File: config.mk
export PLATFORM = sky130hd
export DESIGN_NAME = servo_slew_pulse_generator_core
export DESIGN_NICKNAME = d
export VERILOG_FILES = /design/src/hdl/ssp_pkg.sv /design/src/hdl/servo_slew_pulse_generator_core.sv
export SDC_FILE = /design/constraint.sdc
export NUM_CORES = 2
export LEC_CHECK = 0
export BUFFER_PORTS_ARGS = -buffer_cell sky130_fd_sc_hd__buf_4
export CORE_ASPECT_RATIO = 0.75
export CORE_UTILIZATION = 24
export CTS_CLUSTER_DIAMETER = 30
export DETAILED_ROUTE_END_ITERATION = 16
export PLACE_DENSITY = 0.35
export SYNTH_ARGS = -nofsm -noshare
export SYNTH_HDL_FRONTEND = slang
export SYNTH_SLANG_ARGS = --single-unit
File: constraint.sdc
create_clock -name i_clk -period 26.6 [get_ports i_clk]
set_input_delay 2.66 -clock i_clk [delete_from_list [all_inputs] [get_ports i_clk]]
set_output_delay 2.66 -clock i_clk [all_outputs]
set_load 0.02 [all_outputs]
File: src/hdl/ssp_pkg.sv
// ssp_pkg: shared types, constants and microcode rom for the servo slew pulse generator
`timescale 1ns / 1ps

package ssp_pkg;

    // default angle fraction width (1/64 degree)
    localparam int ANGLE_FRAC_BITS_DEF = 6;

    // configuration register indexes
    localparam int CFG_IDX_W = 2;
    localparam int CFG_DATA_W = 10;
    typedef enum logic [CFG_IDX_W-1:0] {
        REG_MIN_ANGLE = 2'd0,
        REG_MAX_ANGLE = 2'd1,
        REG_SPEED     = 2'd2,
        REG_REVERSE   = 2'd3
    } t_reg_idx;

    // stream payload widths
    localparam int S_TDATA_W = 40;  // target_angle 8 + now_ms 32
    localparam int M_TDATA_W = 32;  // angle_now 14 + pulse_us 12 + arrived 1, padded
    localparam int ANGLE_OUT_W = 14;
    localparam int PULSE_W = 12;

    // arithmetic constants
    localparam logic [31:0] K_THOUSAND = 32'd1000;
    localparam logic [31:0] K_HUNDRED = 32'd100;
    localparam logic [11:0] K_PULSE_BASE = 12'd500;
    // floor(2^40 / 1000): quotient estimate is exact or one low
    localparam logic [31:0] RECIP_1000 = 32'd1099511627;
    localparam int RECIP_1000_SH = 40;
    // ceil(2^20 / 9): exact for dividends below 2^17
    localparam logic [31:0] RECIP_9 = 32'd116509;
    localparam int RECIP_9_SH = 20;

    // microcode
    localparam int STEP_W = 4;
    typedef logic [STEP_W-1:0] t_step;

    typedef enum logic [3:0] {
        OP_NOP       = 4'd0,
        OP_LOAD      = 4'd1,
        OP_MUL_SPEED = 4'd2,
        OP_MUL_DIST  = 4'd3,
        OP_CMP       = 4'd4,
        OP_MUL_RECIP = 4'd5,
        OP_MUL_QBACK = 4'd6,
        OP_UPDATE    = 4'd7,
        OP_MUL_PULSE = 4'd8,
        OP_MUL_NINTH = 4'd9,
        OP_EMIT      = 4'd10
    } t_op;

    typedef enum logic [2:0] {
        COND_NEVER    = 3'd0,
        COND_ALWAYS   = 3'd1,
        COND_NO_INPUT = 3'd2,
        COND_SAT      = 3'd3,
        COND_OUT_BUSY = 3'd4
    } t_cond;

    typedef struct packed {
        t_op   op;
        t_cond cond;
        t_step target;
    } t_uword;

    localparam t_step STEP_IDLE  = 4'd0;
    localparam t_step STEP_PULSE = 4'd7;
    localparam t_step STEP_EMIT  = 4'd9;
    localparam t_step STEP_LAST  = 4'd9;

    function automatic t_uword ucode_rom(input t_step step);
        t_uword w;
        unique case (step)
            4'd0:    w = '{OP_LOAD,      COND_NO_INPUT, STEP_IDLE};
            4'd1:    w = '{OP_MUL_SPEED, COND_NEVER,    STEP_IDLE};
            4'd2:    w = '{OP_MUL_DIST,  COND_NEVER,    STEP_IDLE};
            4'd3:    w = '{OP_CMP,       COND_SAT,      STEP_PULSE};
            4'd4:    w = '{OP_MUL_RECIP, COND_NEVER,    STEP_IDLE};
            4'd5:    w = '{OP_MUL_QBACK, COND_NEVER,    STEP_IDLE};
            4'd6:    w = '{OP_UPDATE,    COND_NEVER,    STEP_IDLE};
            4'd7:    w = '{OP_MUL_PULSE, COND_NEVER,    STEP_IDLE};
            4'd8:    w = '{OP_MUL_NINTH, COND_NEVER,    STEP_IDLE};
            4'd9:    w = '{OP_EMIT,      COND_OUT_BUSY, STEP_EMIT};
            default: w = '{OP_NOP,       COND_ALWAYS,   STEP_IDLE};
        endcase
        return w;
    endfunction

endpackage

File: src/hdl/servo_slew_pulse_generator_core.sv
// servo_slew_pulse_generator_core: one-channel servo slew limiter with pulse width output
`timescale 1ns / 1ps

// One servo channel. Each request carries a target angle in whole degrees and a
// free-running millisecond time. The target is clamped (to max_angle when above
// it, else raised to min_angle), and the current angle, held in 2^-ANGLE_FRAC_BITS
// degree units, moves toward it by floor(speed * elapsed_ms * 2^F / 1000) without
// overshoot. Each request yields one result: the new angle, the pulse high time
// 500 + angle * 2000 / 180 us (mirrored when reverse is set, 0 above 180 degrees)
// and an arrived flag. A short microcode program steps a single 32x32 multiplier
// and its product register through the work: a request runs every step when the
// slew step does not saturate and skips the divide and update steps when it does,
// and its result may wait on a stalled output register. A new request is taken
// only while the program sits at its idle step, which it reaches once the previous
// result is loaded into the output register, so the output may still hold an
// untaken result. Configuration writes are applied at once and are expected only
// while no request is in flight.

module servo_slew_pulse_generator_core #(
    parameter int ANGLE_FRAC_BITS = ssp_pkg::ANGLE_FRAC_BITS_DEF
) (
    input  logic                            i_clk,
    input  logic                            i_rst_n,
    // configuration write port
    input  logic                            i_cfg_wr_en,
    input  logic [ssp_pkg::CFG_IDX_W-1:0]   i_cfg_idx,
    input  logic [ssp_pkg::CFG_DATA_W-1:0]  i_cfg_wdata,
    // request stream
    input  logic                            s_axis_tvalid,
    output logic                            s_axis_tready,
    input  logic [ssp_pkg::S_TDATA_W-1:0]   s_axis_tdata,  // [7:0] target_angle, [39:8] now_ms
    // result stream
    output logic                            m_axis_tvalid,
    input  logic                            m_axis_tready,
    output logic [ssp_pkg::M_TDATA_W-1:0]   m_axis_tdata   // [13:0] angle_now, [25:14] pulse_us,
                                                           // [26] arrived, [31:27] zero
);
    import ssp_pkg::*;

    // angle width in fixed point
    localparam int AW = 8 + ANGLE_FRAC_BITS;
    // width of speed * elapsed * 2^F
    localparam int PW = 42 + ANGLE_FRAC_BITS;
    localparam logic [AW-1:0] ANG_180 = AW'(180) << ANGLE_FRAC_BITS;

    // configuration registers
    logic [7:0] r_min_angle;
    logic [7:0] r_max_angle;
    logic [9:0] r_speed;
    logic       r_reverse;

    // channel state
    logic [AW-1:0] r_cur;
    logic [31:0]   r_last;

    // datapath registers
    t_step         r_step, n_step;
    logic [AW-1:0] r_tgt;
    logic [31:0]   r_elapsed;
    logic [PW-1:0] r_p;
    logic [63:0]   r_m;
    logic [AW-1:0] r_q;

    // output register
    logic                 r_out_valid;
    logic [M_TDATA_W-1:0] r_out_data;

    t_uword        uw;
    logic          accept;
    logic          sat;
    logic          up;
    logic          jump;
    logic [AW-1:0] span;
    logic [AW-1:0] mirror;
    logic [7:0]    tgt_in;
    logic [7:0]    tgt_clamp;
    logic [31:0]   now_in;
    logic [31:0]   mul_a, mul_b;
    logic [30:0]   rem;
    logic [AW-1:0] q_fix;
    logic [14:0]   pulse_div;
    logic [10:0]   pulse_q;
    logic [11:0]   pulse;

    // current control word
    assign uw = ucode_rom(r_step);

    assign s_axis_tready = (uw.op == OP_LOAD);
    assign accept = s_axis_tvalid && s_axis_tready;

    assign tgt_in = s_axis_tdata[7:0];
    assign now_in = s_axis_tdata[39:8];

    // max is tested first, so min wins only below an in-range target
    always_comb begin
        priority if (tgt_in > r_max_angle) begin
            tgt_clamp = r_max_angle;
        end else if (tgt_in < r_min_angle) begin
            tgt_clamp = r_min_angle;
        end else begin
            tgt_clamp = tgt_in;
        end
    end

    // remaining distance and direction
    assign up   = (r_tgt > r_cur);
    assign span = up ? (r_tgt - r_cur) : (r_cur - r_tgt);

    // step reaches the target when speed*elapsed*2^F >= 1000*span
    assign sat = (64'(r_p) >= r_m);

    // quotient estimate may be one low, the remainder fixes it
    assign rem   = r_p[30:0] - r_m[30:0];
    assign q_fix = r_q + AW'(rem >= 31'(K_THOUSAND));

    assign mirror = r_reverse ? (ANG_180 - r_cur) : r_cur;

    // a*2000/(180*2^F) == floor((a*100 >> F) / 9)
    assign pulse_div = 15'(r_m >> ANGLE_FRAC_BITS);
    assign pulse_q   = r_m[RECIP_9_SH +: 11];
    assign pulse     = (r_cur > ANG_180) ? 12'd0 : (12'(pulse_q) + K_PULSE_BASE);

    // shared multiplier operand select
    always_comb begin
        unique case (uw.op)
            OP_MUL_SPEED: begin
                mul_a = 32'(r_speed);
                mul_b = r_elapsed;
            end
            OP_MUL_DIST: begin
                mul_a = 32'(span);
                mul_b = K_THOUSAND;
            end
            OP_MUL_RECIP: begin
                mul_a = 32'(r_p[29:0]);
                mul_b = RECIP_1000;
            end
            OP_MUL_QBACK: begin
                mul_a = 32'(r_m[RECIP_1000_SH +: AW]);
                mul_b = K_THOUSAND;
            end
            OP_MUL_PULSE: begin
                mul_a = 32'(mirror);
                mul_b = K_HUNDRED;
            end
            OP_MUL_NINTH: begin
                mul_a = 32'(pulse_div);
                mul_b = RECIP_9;
            end
            default: begin
                mul_a = '0;
                mul_b = '0;
            end
        endcase
    end

    // sequencer branch conditions
    always_comb begin
        unique case (uw.cond)
            COND_NEVER:    jump = 1'b0;
            COND_ALWAYS:   jump = 1'b1;
            COND_NO_INPUT: jump = !s_axis_tvalid;
            COND_SAT:      jump = sat;
            COND_OUT_BUSY: jump = r_out_valid && !m_axis_tready;
            default:       jump = 1'b0;
        endcase
    end

    always_comb begin
        priority if (jump) begin
            n_step = uw.target;
        end else if (r_step == STEP_LAST) begin
            n_step = STEP_IDLE;
        end else begin
            n_step = r_step + t_step'(1);
        end
    end

    // control state
    always_ff @(posedge i_clk) begin
        if (!i_rst_n) begin
            r_step      <= STEP_IDLE;
            r_min_angle <= 8'd0;
            r_max_angle <= 8'd180;
            r_speed     <= 10'd30;
            r_reverse   <= 1'b0;
            r_cur       <= '0;
            r_last      <= '0;
            r_out_valid <= 1'b0;
        end else begin
            r_step <= n_step;

            if (i_cfg_wr_en) begin
                unique case (t_reg_idx'(i_cfg_idx))
                    REG_MIN_ANGLE: r_min_angle <= i_cfg_wdata[7:0];
                    REG_MAX_ANGLE: r_max_angle <= i_cfg_wdata[7:0];
                    REG_SPEED:     r_speed     <= i_cfg_wdata;
                    REG_REVERSE:   r_reverse   <= i_cfg_wdata[0];
                    default: ;
                endcase
            end

            if (accept) begin
                r_last <= now_in;
            end

            // saturated step lands exactly on the target
            if (uw.op == OP_CMP && sat) begin
                r_cur <= r_tgt;
            end else if (uw.op == OP_UPDATE) begin
                r_cur <= up ? (r_cur + q_fix) : (r_cur - q_fix);
            end

            if (uw.op == OP_EMIT && !jump) begin
                r_out_valid <= 1'b1;
            end else if (m_axis_tready) begin
                r_out_valid <= 1'b0;
            end
        end
    end

    // datapath payload
    always_ff @(posedge i_clk) begin
        if (accept) begin
            r_tgt     <= AW'(tgt_clamp) << ANGLE_FRAC_BITS;
            r_elapsed <= now_in - r_last;
        end
        if (uw.op == OP_MUL_SPEED || uw.op == OP_MUL_DIST || uw.op == OP_MUL_RECIP ||
            uw.op == OP_MUL_QBACK || uw.op == OP_MUL_PULSE || uw.op == OP_MUL_NINTH) begin
            r_m <= 64'(mul_a) * 64'(mul_b);
        end
        if (uw.op == OP_MUL_DIST) begin
            r_p <= PW'(r_m[41:0]) << ANGLE_FRAC_BITS;
        end
        if (uw.op == OP_MUL_QBACK) begin
            r_q <= r_m[RECIP_1000_SH +: AW];
        end
        if (uw.op == OP_EMIT && !jump) begin
            r_out_data <= {5'd0, (r_cur == r_tgt), pulse, ANGLE_OUT_W'(r_cur)};
        end
    end

    assign m_axis_tvalid = r_out_valid;
    assign m_axis_tdata  = r_out_data;

endmodule

==> impl_metrics.env <==
export IMPL_status="finished clean"
export IMPL_post_route_period_util_pct=44.8
export IMPL_row_count=136
export IMPL_cts_buffers=71
export IMPL_slew_viol_final=0
export IMPL_reg2reg_to="r_m[60]"
export IMPL_synth_cell_types=94
export IMPL_wl_per_cell_um=19.4
export IMPL_yosysWarnings=0
export IMPL_synth_edf_count=187
export IMPL_cts_root_buf="clkbuf_16"
export IMPL_cts_buffer_depth=3
export IMPL_initial_utilization_pct=24.3
export IMPL_postCtsSetupRepairBufs=0
export IMPL_crit_type="reg -> reg"
export IMPL_critical_path_startpoint="uw[9]"
export IMPL_cp_common_cell="fa_1"
export IMPL_rsz0062_at_grt="no"
export IMPL_dieHeight_um=376
export IMPL_ios=91
export IMPL_clock_sinks=274
export IMPL_instances_no_fill=7650
export IMPL_worstPathRequired_ns=26.99
export IMPL_critical_path_startpoint_type="flop"
export IMPL_synth_top_cell_area_share_pct=37.6
export IMPL_wirelength_um=148000
export IMPL_synth_area_leaders="fa_1 38%, edfxtp_1 13%, ha_1 11%"
export IMPL_grt_usage_pct=16.2
export IMPL_cap_violations=0
export IMPL_insertion_delay_ns=0.65
export IMPL_syn_area_per_cell_um2=9.50
export IMPL_post_dp_hpwl_um=124000
export IMPL_place_congestion=0.846
export IMPL_die_area_um2=188000
export IMPL_nNetsFinal=6388
export IMPL_antenna_left=0
export IMPL_rr_startpoint="uw[9]"
export IMPL_overflow=0
export IMPL_hp_class="reg -> reg"
export IMPL_relSlewSlack_pct=25.2
export IMPL_cp_end_kind="flop"
export IMPL_grt_first_pass_wirelength_um=226000
export IMPL_cts_resized=0
export IMPL_finalSetupTns_ns=0
export IMPL_finClkSkew_ns=0.0416
export IMPL_synth_cells=4716
export IMPL_grt_start_max_net_pins=94
export IMPL_crit_end="r_m[60]"
export IMPL_final_cell_mix="1074 x inv_1, 841 x fa_1, 461 x nand2_1"
export IMPL_drt_iter0_drc=1888
export IMPL_synth_seq_area_share_pct=16.4
export IMPL_fmax_mhz=83.9
export IMPL_synth_top_area_cell="fa_1"
export IMPL_drcViolationCount=0
export IMPL_layout_drive_gt1_share_pct=6.06
export IMPL_io_buffers=85
export IMPL_firstDrtPassIters=7
export IMPL_cpPeakStageDelay_ns=0.79
export IMPL_grt_pass1_vias=34800
export IMPL_fill_cells=19700
export IMPL_core_area_um2=184000
export IMPL_final_common_cell="inv_1"
export IMPL_hold_violations=0
export IMPL_syn_to_final_growth_pct=16.5
export IMPL_tightest_slew_ns=1.12
export IMPL_cts_clk_slew_worst_paths_ns=0.05
export IMPL_ys_ff_latch=274
export IMPL_setup_violations=0
export IMPL_min_period_ns=11.92
export IMPL_tritoncts="done"
export IMPL_num_vias=32400
export IMPL_rrSetupSlack_ns=14.68
export IMPL_synth_area_um2=44800
export IMPL_cp_data_arrival_time_ns=12.31
export IMPL_cp_max_fo=93
export IMPL_postCtsHoldBufs=0
export IMPL_synthFlopType="edfxtp_1"
export IMPL_die_w_um=501
export IMPL_htreeDepth=3
export IMPL_vias_per_cell=4.23
export IMPL_antenna_found_initial=12
export IMPL_dp_cells=7516
export IMPL_crit_path_top_delay_cell="dfxtp_1"
export IMPL_synthArstFlopShare_pct=0
export IMPL_rr_worst_depth=29
[cell type report]
| type | count | area, um^2 | share of cell area [%] |
|---|---|---|---|
| Multi-Input combinational cell | 3544 | 34100 | 65.4 |
| Sequential cell | 274 | 7360 | 14.1 |
| Timing Repair Buffer | 137 | 1040 | 1.99 |
| Clock inverter | 39 | 547 | 1.05 |
| Tap cell | 2484 | 3110 | 5.96 |
| Inverter | 1077 | 4040 | 7.75 |
| Clock buffer | 92 | 1970 | 3.77 |
| Antenna cell | 3 | 7.51 | 0.0144 |
[worst min-delay path by stage]
stage	startpoint	cells past startpoint	end
5_1_grt	r_m[17]	0	r_p[23]
2_1_floorplan	r_m[17]	0	r_p[23]
6_report	r_last[11]	2	r_last[11]
3_3_place_gp	r_m[17]	0	r_p[23]
3_5_place_dp	r_m[17]	0	r_p[23]
4_1_cts	r_m[17]	0	r_p[23]
[cells by family (layout without fill, tap and decap cells)]
family / after synthesis / in the layout / share of synthesized area [%]
flops: 274 / 274 / 16.4
buf+inv: 1234 / 1345 / 10.4
other cells: 2 / 341 / 0.0168
mux: 34 / 34 / 0.785
simple gates: 1105 / 1105 / 11.0
xor+xnor: 160 / 160 / 3.13
compound gates: 681 / 681 / 9.91
fa+ha+maj: 1226 / 1226 / 48.3
[worst max-delay path, delay by kind of cell, from the launching register on]
kind	cells	cell delay, ns
flip-flops	1	0.79
adder cells (fa/ha/maj)	9	4.26
AND/OR/NAND/NOR	5	2.11
AO/OA/AOI/OAI	11	3.03
XOR/XNOR	1	0.14
buffers and inverters	3	1.08
[routing by layer]
| layer | GRT usage [%] | part of all wire, % | vias up |
|---|---|---|---|
| met5 | 0 | 0.0088 | - |
| met3 | 2.83 | 4.9 | 131 |
| met1 | 24.6 | 52 | 16300 |
| met2 | 23.7 | 41 | 574 |
| li1 | - | - | 15300 |
| met4 | 3.45 | 2.0 | 2 |
[synth_stat cells (13+ instances only)]
cell type / n
nor4_1: 14
ha_1: 385
a31oi_1: 13
o211ai_1: 16
o31ai_1: 14
o21ai_0: 109
a21o_1: 93
a21oi_1: 230
nor2b_1: 28
nand2b_1: 38
o21ai_1: 15
mux2i_1: 27
nand3_1: 56
xnor2_1: 106
dfxtp_1: 87
xor2_1: 54
nor2_1: 309
nand2_1: 462
edfxtp_1: 187
o21a_1: 28
and3_1: 14
a211oi_1: 18
clkbuf_1: 129
or2_2: 13
fa_1: 841
inv_1: 1077
and2_1: 38
nor3_1: 52
nand4_1: 27
[through the flow]
step                instance area, um^2  setup WS (ns)  utilization [%]  hold WS [ns]
CTS                               52200          14.60             28.3         0.451
floorplan                         46100          16.27                -         0.426
finish                            52200          14.68             28.3         0.450
global placement                  49700          14.72             26.9         0.434
detailed placement                49700          14.64             26.9         0.435
global route                      52200          13.94             28.3         0.467
[registers in the layout, indices dropped and copies added, names as in the netlist]
| signal | count |
|---|---|
| r_m | 64 |
| r_step | 4 |
| r_speed | 10 |
| r_tgt | 8 |
| r_elapsed | 32 |
| r_last | 32 |
| r_q | 14 |
| r_reverse | 1 |
| r_cur | 14 |
| m_axis_tvalid | 1 |
| uw | 9 |
| r_max_angle | 8 |
| r_p | 42 |
| m_axis_tdata | 27 |
| r_min_angle | 8 |
Power is not shown: default switching activity piles up to over one toggle a cycle in this logic, so the estimate is an artifact.
